[src/hw/rtl/rrts_pkg.sv]
`default_nettype none

package rrts_pkg;

  localparam int SliceW = 16;
  localparam int IdW = 4;
  localparam logic [SliceW-1:0] SLICE_RESET = 16'd10;
  localparam logic [SliceW-1:0] SLICE_MAX = 16'hFFFF;

  typedef enum logic [2:0] {
    KIND_CREATE  = 3'd0,
    KIND_TICK    = 3'd1,
    KIND_YIELD   = 3'd2,
    KIND_BLOCK   = 3'd3,
    KIND_UNBLOCK = 3'd4
  } kind_t;

  typedef enum logic [1:0] {
    STATUS_OK          = 2'd0,
    STATUS_NO_FREE     = 2'd1,
    STATUS_BLOCK_EMPTY = 2'd2,
    STATUS_NOT_BLOCKED = 2'd3
  } status_t;

  typedef struct packed {
    logic push;
    logic pop;
  } queue_ctrl_t;

endpackage

`default_nettype wire

[src/hw/rtl/round_robin_thread_scheduler.sv]
// An accepted event beat passes through the event register and then the result
// register before its result beat can be taken.
// Throughput: one event per cycle; the event register and the result register
// pass a new beat every cycle unless the result side stalls.
// Reset (rst, synchronous, active high): thread 0 runs, the ready queue is
// empty, no thread is blocked, the next id is 1 and the time slice is 10.
`default_nettype none

module round_robin_thread_scheduler #(
  parameter int MAX_THREADS = 16
) (
  input  wire logic                         clk,
  input  wire logic                         rst,
  input  wire logic                         event_valid,
  output logic                              event_stall,
  input  wire logic [2:0]                   kind,
  input  wire logic [rrts_pkg::IdW-1:0]     thread_id,
  output logic                              result_valid,
  input  wire logic                         result_stall,
  output logic      [rrts_pkg::IdW-1:0]     running_id,
  output logic                              switched,
  output logic      [rrts_pkg::IdW-1:0]     created_id,
  output logic      [1:0]                   status,
  input  wire logic                         cfg_valid,
  output logic                              cfg_ready,
  input  wire logic [rrts_pkg::SliceW-1:0]  cfg_data
);

  localparam int IW = $clog2(MAX_THREADS);
  localparam int CW = $clog2(MAX_THREADS + 1);

  logic                        s1_valid;
  logic [2:0]                  s1_kind;
  logic [rrts_pkg::IdW-1:0]    s1_tid;
  logic                        s1_adv;
  logic                        ev_acc;
  logic [rrts_pkg::SliceW-1:0] slice_limit;

  rrts_pkg::queue_ctrl_t       q_ctrl;
  logic [IW-1:0]               q_push_id;
  logic [IW-1:0]               q_pop_id;
  logic [CW-1:0]               q_count;

  logic [rrts_pkg::IdW-1:0]    core_running_id;
  logic                        core_switched;
  logic [rrts_pkg::IdW-1:0]    core_created_id;
  rrts_pkg::status_t           core_status;

  assign s1_adv = s1_valid && (!result_valid || !result_stall);
  assign event_stall = s1_valid && !s1_adv;
  assign ev_acc = event_valid && !event_stall;
  assign cfg_ready = 1'b1;

  always_ff @(posedge clk) begin
    if (rst) begin
      slice_limit <= rrts_pkg::SLICE_RESET;
    end else if (cfg_valid && cfg_ready) begin
      slice_limit <= cfg_data;
    end
  end

  always_ff @(posedge clk) begin
    if (rst) begin
      s1_valid <= 1'b0;
    end else if (ev_acc) begin
      s1_valid <= 1'b1;
    end else if (s1_adv) begin
      s1_valid <= 1'b0;
    end
  end

  always_ff @(posedge clk) begin
    if (ev_acc) begin
      s1_kind <= kind;
      s1_tid <= thread_id;
    end
  end

  rrts_core #(
    .MAX_THREADS(MAX_THREADS),
    .IW(IW),
    .CW(CW)
  ) u_core (
    .clk(clk),
    .rst(rst),
    .go(s1_adv),
    .kind(s1_kind),
    .tid(s1_tid),
    .slice_limit(slice_limit),
    .q_count(q_count),
    .q_pop_id(q_pop_id),
    .q_ctrl(q_ctrl),
    .q_push_id(q_push_id),
    .running_id(core_running_id),
    .switched(core_switched),
    .created_id(core_created_id),
    .status(core_status)
  );

  rrts_queue #(
    .DEPTH(MAX_THREADS),
    .IW(IW),
    .CW(CW)
  ) u_queue (
    .clk(clk),
    .rst(rst),
    .ctrl(q_ctrl),
    .push_id(q_push_id),
    .count(q_count),
    .pop_id(q_pop_id)
  );

  always_ff @(posedge clk) begin
    if (rst) begin
      result_valid <= 1'b0;
    end else if (s1_adv) begin
      result_valid <= 1'b1;
    end else if (!result_stall) begin
      result_valid <= 1'b0;
    end
  end

  always_ff @(posedge clk) begin
    if (s1_adv) begin
      running_id <= core_running_id;
      switched <= core_switched;
      created_id <= core_created_id;
      status <= core_status;
    end
  end

  a_accept_loads: assert property (@(posedge clk) disable iff (rst)
    (event_valid && !event_stall) |=> s1_valid)
    else $error("accepted event beat did not reach the event register");

  a_advance_gives_result: assert property (@(posedge clk) disable iff (rst)
    s1_adv |=> result_valid)
    else $error("processed event produced no result beat");

  a_hold_event: assert property (@(posedge clk) disable iff (rst)
    (s1_valid && !s1_adv) |=> (s1_valid && $stable(s1_kind) && $stable(s1_tid)))
    else $error("held event beat was lost or changed");

  a_cfg_write: assert property (@(posedge clk) disable iff (rst)
    (cfg_valid && cfg_ready) |=> (slice_limit == $past(cfg_data)))
    else $error("time slice write was not taken");

endmodule

`default_nettype wire

[src/hw/rtl/rrts_queue.sv]
`default_nettype none

module rrts_queue #(
  parameter int DEPTH = 16,
  parameter int IW = 4,
  parameter int CW = 5
) (
  input  wire logic                 clk,
  input  wire logic                 rst,
  input  wire rrts_pkg::queue_ctrl_t ctrl,
  input  wire logic [IW-1:0]        push_id,
  output logic      [CW-1:0]        count,
  output logic      [IW-1:0]        pop_id
);

  localparam int SW = CW + 1;

  logic [IW-1:0] ram [DEPTH];
  logic [IW-1:0] front;
  logic [IW-1:0] head;
  logic [IW-1:0] head_next;
  logic [IW-1:0] head_inc;
  logic [IW-1:0] tail;
  logic [SW-1:0] tail_sum;
  logic [CW-1:0] count_next;
  logic          push_ok;

  assign push_ok = ctrl.push && (count < CW'(DEPTH));
  assign tail_sum = SW'(head) + SW'(count);
  assign tail = (tail_sum >= SW'(DEPTH)) ? IW'(tail_sum - SW'(DEPTH)) : IW'(tail_sum);
  assign head_inc = (head == IW'(DEPTH - 1)) ? '0 : head + IW'(1);
  assign head_next = ctrl.pop ? head_inc : head;

  // The front entry is registered ahead of the pop; with nothing queued, the pop
  // takes the entry pushed in the same beat.
  assign pop_id = (count == '0) ? push_id : front;

  always_comb begin
    count_next = count;
    if (push_ok && !ctrl.pop) begin
      count_next = count + CW'(1);
    end else if (!push_ok && ctrl.pop) begin
      count_next = count - CW'(1);
    end
  end

  always_ff @(posedge clk) begin
    if (rst) begin
      head <= '0;
      count <= '0;
    end else begin
      head <= head_next;
      count <= count_next;
    end
  end

  always_ff @(posedge clk) begin
    if (push_ok) begin
      ram[tail] <= push_id;
    end
    if (push_ok && (tail == head_next)) begin
      front <= push_id;
    end else begin
      front <= ram[head_next];
    end
  end

endmodule

`default_nettype wire

[src/hw/rtl/rrts_core.sv]
`default_nettype none

module rrts_core #(
  parameter int MAX_THREADS = 16,
  parameter int IW = 4,
  parameter int CW = 5
) (
  input  wire logic                         clk,
  input  wire logic                         rst,
  input  wire logic                         go,
  input  wire logic [2:0]                   kind,
  input  wire logic [rrts_pkg::IdW-1:0]     tid,
  input  wire logic [rrts_pkg::SliceW-1:0]  slice_limit,
  input  wire logic [CW-1:0]                q_count,
  input  wire logic [IW-1:0]                q_pop_id,
  output rrts_pkg::queue_ctrl_t             q_ctrl,
  output logic      [IW-1:0]                q_push_id,
  output logic      [rrts_pkg::IdW-1:0]     running_id,
  output logic                              switched,
  output logic      [rrts_pkg::IdW-1:0]     created_id,
  output rrts_pkg::status_t                 status
);

  localparam int PW = IW + rrts_pkg::IdW;

  logic [IW-1:0]               running;
  logic [IW-1:0]               running_next;
  logic [rrts_pkg::SliceW-1:0] ticks;
  logic [rrts_pkg::SliceW-1:0] ticks_next;
  logic [rrts_pkg::SliceW-1:0] ticks_inc;
  logic [CW-1:0]               next_free;
  logic [CW-1:0]               next_free_next;
  logic [MAX_THREADS-1:0]      blocked;
  logic [MAX_THREADS-1:0]      blocked_next;
  logic [IW-1:0]               created;
  logic [PW-1:0]               tid_pad;
  logic [PW-1:0]               run_pad;
  logic [PW-1:0]               created_pad;
  logic [IW-1:0]               tid_idx;
  logic                        tid_in_range;
  logic                        push;
  logic                        pop;

  assign tid_pad = {{IW{1'b0}}, tid};
  assign tid_in_range = tid_pad < PW'(MAX_THREADS);
  assign tid_idx = tid_pad[IW-1:0];
  assign ticks_inc = (ticks == rrts_pkg::SLICE_MAX) ? ticks : ticks + 16'd1;

  always_comb begin
    running_next = running;
    ticks_next = ticks;
    next_free_next = next_free;
    blocked_next = blocked;
    created = '0;
    status = rrts_pkg::STATUS_OK;
    push = 1'b0;
    pop = 1'b0;
    q_push_id = running;
    case (kind)
      rrts_pkg::KIND_CREATE: begin
        if (next_free >= CW'(MAX_THREADS)) begin
          status = rrts_pkg::STATUS_NO_FREE;
        end else begin
          created = next_free[IW-1:0];
          next_free_next = next_free + CW'(1);
          push = 1'b1;
          q_push_id = next_free[IW-1:0];
        end
      end
      rrts_pkg::KIND_TICK: begin
        ticks_next = ticks_inc;
        if (ticks_inc >= slice_limit) begin
          push = 1'b1;
          pop = 1'b1;
          running_next = q_pop_id;
          ticks_next = '0;
        end
      end
      rrts_pkg::KIND_YIELD: begin
        push = 1'b1;
        pop = 1'b1;
        running_next = q_pop_id;
        ticks_next = '0;
      end
      rrts_pkg::KIND_BLOCK: begin
        if (q_count == '0) begin
          status = rrts_pkg::STATUS_BLOCK_EMPTY;
        end else begin
          blocked_next[running] = 1'b1;
          pop = 1'b1;
          running_next = q_pop_id;
          ticks_next = '0;
        end
      end
      rrts_pkg::KIND_UNBLOCK: begin
        if (!tid_in_range || !blocked[tid_idx]) begin
          status = rrts_pkg::STATUS_NOT_BLOCKED;
        end else begin
          blocked_next[tid_idx] = 1'b0;
          push = 1'b1;
          q_push_id = tid_idx;
        end
      end
      default: begin
      end
    endcase
  end

  assign q_ctrl.push = go && push;
  assign q_ctrl.pop = go && pop;

  assign run_pad = {{rrts_pkg::IdW{1'b0}}, running_next};
  assign created_pad = {{rrts_pkg::IdW{1'b0}}, created};
  assign running_id = run_pad[rrts_pkg::IdW-1:0];
  assign created_id = created_pad[rrts_pkg::IdW-1:0];
  assign switched = running_next != running;

  always_ff @(posedge clk) begin
    if (rst) begin
      running <= '0;
      ticks <= '0;
      next_free <= CW'(1);
      blocked <= '0;
    end else if (go) begin
      running <= running_next;
      ticks <= ticks_next;
      next_free <= next_free_next;
      blocked <= blocked_next;
    end
  end

endmodule

`default_nettype wire

[config.mk]
export PLATFORM = sky130hd
export DESIGN_NAME = round_robin_thread_scheduler
export DESIGN_NICKNAME = d
export VERILOG_FILES = /design/src/hw/rtl/rrts_pkg.sv /design/src/hw/rtl/round_robin_thread_scheduler.sv /design/src/hw/rtl/rrts_queue.sv /design/src/hw/rtl/rrts_core.sv
export SDC_FILE = /design/constraint.sdc
export NUM_CORES = 1
export LEC_CHECK = 0
export BUFFER_PORTS_ARGS = -buffer_cell sky130_fd_sc_hd__buf_2
export CAP_MARGIN = 20
export CELL_PAD_IN_SITES_DETAIL_PLACEMENT = 1
export CELL_PAD_IN_SITES_GLOBAL_PLACEMENT = 1
export CORE_UTILIZATION = 30
export CTS_BUF_LIST = sky130_fd_sc_hd__clkbuf_16
export DETAILED_ROUTE_END_ITERATION = 7
export HOLD_SLACK_MARGIN = 0.12
export PLACE_DENSITY_LB_ADDON = 0.1
export SETUP_SLACK_MARGIN = 0.2
export SLEW_MARGIN = 20
export SYNTH_ARGS = -nofsm -noshare
export SYNTH_HDL_FRONTEND = slang
export SYNTH_SLANG_ARGS = --single-unit
[constraint.sdc]
create_clock -name clk -period 5.5 [get_ports clk]
set_input_delay 0.55 -clock clk [delete_from_list [all_inputs] [get_ports clk]]
set_output_delay 0.55 -clock clk [all_outputs]
set_load 0.005 [all_outputs]
==> After elaboration in Yosys (flattened, before gate mapping) <==
Memories as Yosys holds them, arrays and structs flattened. A register that Yosys moved wholly into a read port is not among the register bits.
Cells that the tools add are included.
{ "totals": {"reg_bits": 86, "latchBits": 0, "in_bits": 28, "out_inout_bits": 14, "ramBits": 64, "mem_bits_ro": 0, "elab_cells": 118, "memories": 1} }
{ "classes": {"n_div": 0, "muxes": 41, "mul": 0, "n_reduce_logical": 30, "bitwise_logic": 5, "add_sub_neg": 7, "n_shift": 0, "order_cmp": 9, "eq_ne": 10} }
{ "memory_table": {"columns": ["name", "depth", "word_bits", "rd", "rd_clocked_by_memory_dff", "write_ports", "line", "text"], "rows": [
  ["u_queue.ram", 16, 4, 1, 1, 1, "rrts_queue.sv:18", "logic [IW-1:0] ram [DEPTH];"]
]} }
{ "ops": {"columns": ["op", "count"], "rows": [
  ["$mux W16", 5],
  ["$pmux W16 S3", 1],
  ["$mux W4", 8],
  ["$pmux W16 S2", 1],
  ["$add A16 B1 Y16 const B", 1],
  ["$and A16 B16 Y16", 1],
  ["$eq A16 B16 Y1 const B", 1],
  ["$ge A16 B16 Y1", 1],
  ["$not A16 Y16", 1],
  ["$or A16 B16 Y16", 1],
  ["$lt A4 B5 Y1 const B", 3],
  ["$mux W1", 14],
  ["$pmux W4 S3", 1],
  ["$add A5 B1 Y5 const B", 2],
  ["$logic_and A1 B1 Y1", 10],
  ["$mux W5", 2],
  ["$demux W1 S4", 2],
  ["$ge A4 B1 Y1 const B", 2],
  ["$logic_not A1 Y1", 8],
  ["$pmux W4 S2", 1],
  ["$add A4 B5 Y6", 1],
  ["$eq A3 B2 Y1 const B", 2],
  ["$ge A6 B5 Y1 const B", 1],
  ["$pmux W2 S3", 1],
  ["24 further kinds", 31]
]} }

==> Depth between registers and ports, before layout <==
{ "logic_depth": {"ltp_word": 12, "ltp_mapped": 26} }

==> Modules after synthesis <==
Synthesis repeated with hierarchy kept, for this count alone.
{ "hier_totals": {"cells_unflattened": 679, "area_unflattened_um2": 7668.6} }
{ "modules_own_cells": {"columns": ["mod", "seq_area_each_um2", "area_per_inst_um2", "n_inst", "cells_per_inst"], "rows": [
  ["rrts_queue", 2182.1, 3330.7, 1, 200],
  ["rrts_core", 820.8, 3124.2, 1, 397],
  ["round_robin_thread_scheduler", 900.9, 1213.7, 1, 82]
]} }

==> Worst setup path before layout <==
OpenSTA, ideal clock, no wires.
{ "synth_path": {"path_kind": "reg2reg", "from": "register u_core.ticks[2] (netlist bit)", "to": "register u_queue.count[4]", "synth_period_minus_slack_ns": 4.936, "required_time_ns": 5.430, "slack_ns": 0.564, "setup_time_ns": 0.070, "arrival_time_ns": 4.866, "path_stages_with_launch": 26, "cell_sequence": "dfxtp_1 > buf_2 > and4_1 > and4_1 > and4_1 > buf_2 > o31a_1 > or2_2 > ha_1 > o2111ai_1 > a311oi_1 > nor2_1 > a2111oi_4 > o21ai_2 > a211o_1 > buf_6 > buf_8 > inv_1 > ha_1 > inv_1 > ha_1 > a21o_1 > a21oi_1 > xnor2_1 > or3_1 > a21oi_1"} }
{ "synth_via": {"elab_chain_len": 10} }
{ "synth_rtl": {"columns": ["element", "line", "text"], "rows": [
  ["start, declared", "rrts_core.sv:28", "logic [rrts_pkg::SliceW-1:0] ticks;"],
  ["start signal, assigned", "rrts_core.sv:126", "ticks <= ticks_next;"],
  ["$add A16 B1 Y16 / $eq A16 B16 Y1 (equally long branches)", "rrts_core.sv:47", "assign ticks_inc = (ticks == rrts_pkg::SLICE_MAX) ? ticks : ticks + 16'd1;"],
  ["$mux W16 *", "rrts_core.sv:47", null],
  ["$ge A16 B16 Y1 *", "rrts_core.sv:72", "if (ticks_inc >= slice_limit) begin"],
  ["$mux W1 *", "rrts_core.sv:72", null],
  ["$pmux W1 S4", "rrts_core.sv:59", "case (kind)"],
  ["$logic_and A1 B1 Y1", "rrts_core.sv:109", "assign q_ctrl.push = go && push;"],
  ["$logic_and A1 B1 Y1", "rrts_queue.sv:28", "assign push_ok = ctrl.push && (count < CW'(DEPTH));"],
  ["$logic_not A1 Y1", "rrts_queue.sv:42", "end else if (!push_ok && ctrl.pop) begin"],
  ["$logic_and A1 B1 Y1", "rrts_queue.sv:42", null],
  ["$reduce_bool A2 Y1 (no source line)", null, null],
  ["end signal, assigned", "rrts_queue.sv:53", "count <= count_next;"],
  ["end, declared", "rrts_queue.sv:12", "output logic [CW-1:0] count,"]
]} }
Every way passes the cells marked *; elsewhere a longest branch is shown, timed or not.
A chain may end at the register's enable or synchronous reset.

==> Worst setup path after layout <==
{ "layout_path": {"from": "register u_core.ticks[4] (netlist bit)", "to": "register u_queue.count[4]"} }
The elaborated chain is that of the path after synthesis.

==> results.py <==
metrics = {
    "layout": {
        "final_common_cell": "edfxtp_1",
        "design_area_mm2": 0.00871,
        "fillers": 2763,
        "drive_gt1_share_pct": 19.0,
        "nets": 777,
        "syn2layout_area_growth_pct": 15.4,
        "layout_common_cells": "edfxtp_1 (82), dfxtp_1 (70), nand2_1 (63)",
        "n_antenna_cell": 0,
    },
    "critical_path": {
        "cp-end-kind": "register",
        "critical_path_class": "register to register",
        "critPathLaunchType": "register",
        "path_max_fanout": 6,
        "arrival_ns": 5.33,
        "worst_ep_required_time_ns": 5.85,
    },
    "grt": {
        "gr-total-overflow": 0,
        "antenna_found_initial": 0,
        "grt_max_degree": 64,
        "grt_pass1_wl_um": 31900,
        "grt_use_total_pct": 16.2,
        "grt_pass1_vias": 5709,
    },
    "placed_design": {
        "hpwl_um": 14200,
        "placed_area_mm2": 0.00803,
        "post-place-ws_ns": 0.285,
        "portBuffers": 40,
        "routabilityCongestion": 0.783,
    },
    "sta": {
        "setup_viol": 0,
        "maxSlewHeadroom_pct": 42.2,
        "worst_slack_ns": 0.517,
        "fin_skew_ns": 0.0145,
        "max_freq_ghz": 0.201,
        "tns_ns": 0,
        "fin_crit_ns": 4.98,
        "hold_ws_ns": 0.296,
        "worst_pin_slew_ns": 0.854,
        "period_share_pct": 90.6,
        "rsz0062_at_grt": "false",
        "slew_violations": 0,
        "finalHoldViolCount": 0,
    },
    "power": {
        "fin_total_pwr_w": 0.00267,
        "irDropWorstVdd_mv": 0.161,
        "leakage_nw": 3.15,
        "power.density_mw_per_mm2": 306,
    },
    "clocking": {
        "hold_buffers": 0,
        "clk_latency_ns": 0.43,
        "cts_tree": "built",
        "cts-root-buf": "clkbuf_16",
        "cts.path.max_buffers": 2,
        "clk_pin_slew_ns": 0.07,
        "cts_made_buffers": 17,
        "ctsHtreeMaxLevel": 4,
        "clock-sinks": 154,
    },
    "logic_synthesis": {
        "yosysSeqAreaShare_pct": 51.7,
        "ys_types": 70,
        "syn_area_mm2": 0.00755,
        "synth_warnings": 0,
        "ys_seq_elements": 154,
        "synthesis.nets": 742,
        "ys.flop_type": "edfxtp_1",
        "synth_async_sr_flop_share_pct": 0,
        "synthCells": 685,
        "syn_area_per_cell_um2": 11.0,
        "synth_edf_count": 82,
    },
    "die": {
        "die_w_um": 161,
        "die_area_mm2": 0.0258,
        "num_rows": 57,
        "start_util_pct": 30.8,
        "core_area_mm2": 0.0245,
        "die_h_um": 161,
        "boundaryPins": 42,
    },
    "drt": {
        "ant_nets": 0,
        "route.detailed.drc": 0,
        "drt-initial-drc-count": 271,
        "wl_per_cell_um": 18.9,
        "viasPerCell": 5.10,
        "first_pass_iters": 4,
        "via_count": 5392,
        "wl_um": 20000,
    },
    "job": {
        "maxCapViolations": 0,
    },
    "outcome": {
        "outcome": "finished, final reports clean",
    },
    "min_path": {
        "hold_path_class": "input port to register",
    },
}
## cell families after synthesis
group / share of synthesized area (%)
AO/OA/AOI/OAI: 12.0
XOR/XNOR: 2.90
adder cells (fa/ha/maj): 5.00
buffers and inverters: 4.18
flip-flops: 51.7
multiplexers: 10.3
other: 0.0497
AND/OR/NAND/NOR: 13.9
## metal layers
layer  track usage (%)  share of wire, %
met3              3.10               2.8
met4              5.71               1.0
met5                 0                 0
met1              20.8                47
met2              27.2                49
## sequential cells by signal, summed over array words and instances (netlist names), named ones only
register          cells
s1_kind               3
s1_valid              1
u_queue.ram          64
result_valid          1
running_id            4
u_queue.count         5
u_core.next_free      5
s1_tid                4
created_id            4
switched              1
u_core.ticks         16
slice_limit          16
status                2
u_core.blocked       16
u_queue.head          4
u_core.running        4
## synthesized netlist by cell type (3+ instances only)
| cell type | instances | area, µm² |
|---|---|---|
| edfxtp_1 | 82 | 2460 |
| dfxtp_1 | 72 | 1440 |
| nand2_1 | 64 | 240 |
| nor2_1 | 59 | 221 |
| a21oi_1 | 41 | 205 |
| inv_1 | 33 | 124 |
| nor3_1 | 30 | 150 |
| ha_1 | 27 | 338 |
| o21ai_0 | 24 | 120 |
| mux2i_1 | 23 | 230 |
| clkbuf_1 | 21 | 78.8 |
| mux4_2 | 19 | 428 |
| xnor2_1 | 14 | 123 |
| nand3_1 | 13 | 65.1 |
| xor2_1 | 11 | 96.3 |
| a22oi_1 | 10 | 75.1 |
| buf_2 | 8 | 40.0 |
| mux2_2 | 8 | 90.1 |
| nand4_1 | 8 | 50.1 |
| nor4_1 | 8 | 50.1 |
| and2_1 | 7 | 43.8 |
| and3_1 | 6 | 37.5 |
| nor2b_1 | 5 | 31.3 |
| o211ai_1 | 5 | 37.5 |
| o41ai_1 | 5 | 43.8 |
| a31oi_1 | 4 | 25.0 |
| o21ai_1 | 4 | 20.0 |
| or2_2 | 4 | 25.0 |
| a211o_1 | 3 | 26.3 |
| a21o_1 | 3 | 22.5 |
| a311oi_1 | 3 | 26.3 |
| and4_1 | 3 | 26.3 |
| buf_4 | 3 | 22.5 |
| nor4b_1 | 3 | 26.3 |
| o2111ai_1 | 3 | 26.3 |
| o31ai_1 | 3 | 22.5 |
## report_power, final
part / switching, W / internal (W)
combinational: 0.000132 / 0.0000766
clock: 0.000578 / 0.000621
sequential: 0.0000281 / 0.00123
total: 0.000738 / 0.00193
## per-stage QoR
stage          utilization, %  instances
2_1_floorplan               -        685
3_3_place_gp             32.7       1020
3_5_place_dp             32.7       1020
4_1_cts                  35.2       1052
5_1_grt                  35.5       1057
6_report                 35.5       1057
## final timing paths
| check | start | to | slack [ns] | cells past startpoint |
|---|---|---|---|---|
| worst max-delay path | u_core.ticks[4] | u_queue.count[4] | 0.52 | 22 |
| worst min-delay path | kind[2] | s1_kind[2] | 0.30 | 1 |
| worst max register to register | u_core.ticks[4] | u_queue.count[4] | 0.52 | 22 |
| worst min register to register | u_core.blocked[5] | u_core.blocked[5] | 0.48 | 2 |
## critical path, stage by stage (launching register included)
cell and delay, ns:
dfxtp_1 0.41, and4_2 0.31, and4_1 0.28, nand4_1 0.29
nand2_2 0.22, nor2_1 0.08, xor2_1 0.16, ha_1 0.29
o2111ai_1 0.14, a311oi_2 0.25, nor2_2 0.10, a2111oi_4 0.34
o21ai_2 0.09, a211o_1 0.32, inv_1 0.07, ha_2 0.21
inv_1 0.10, ha_1 0.31, a21o_1 0.20, a21oi_2 0.18
xnor2_1 0.09, or3_1 0.31, a21oi_1 0.14
## area by class of cell
cell class	count	area (µm²)	share of cell area [%]
clock buffer	17	425	4.88
clock inverter	15	184	2.11
inverter	33	124	1.42
multi-input combinational	460	3360	38.6
sequential	154	3910	44.8
tap	324	405	4.65
timing repair buffer	54	305	3.50
## repair_timing
item / in CTS / in global routing
buffers inserted: 0 / 5
setup endpoints to repair: 0 / 2
gates resized for setup: 0 / 13
(Power assumes the default switching activity.)
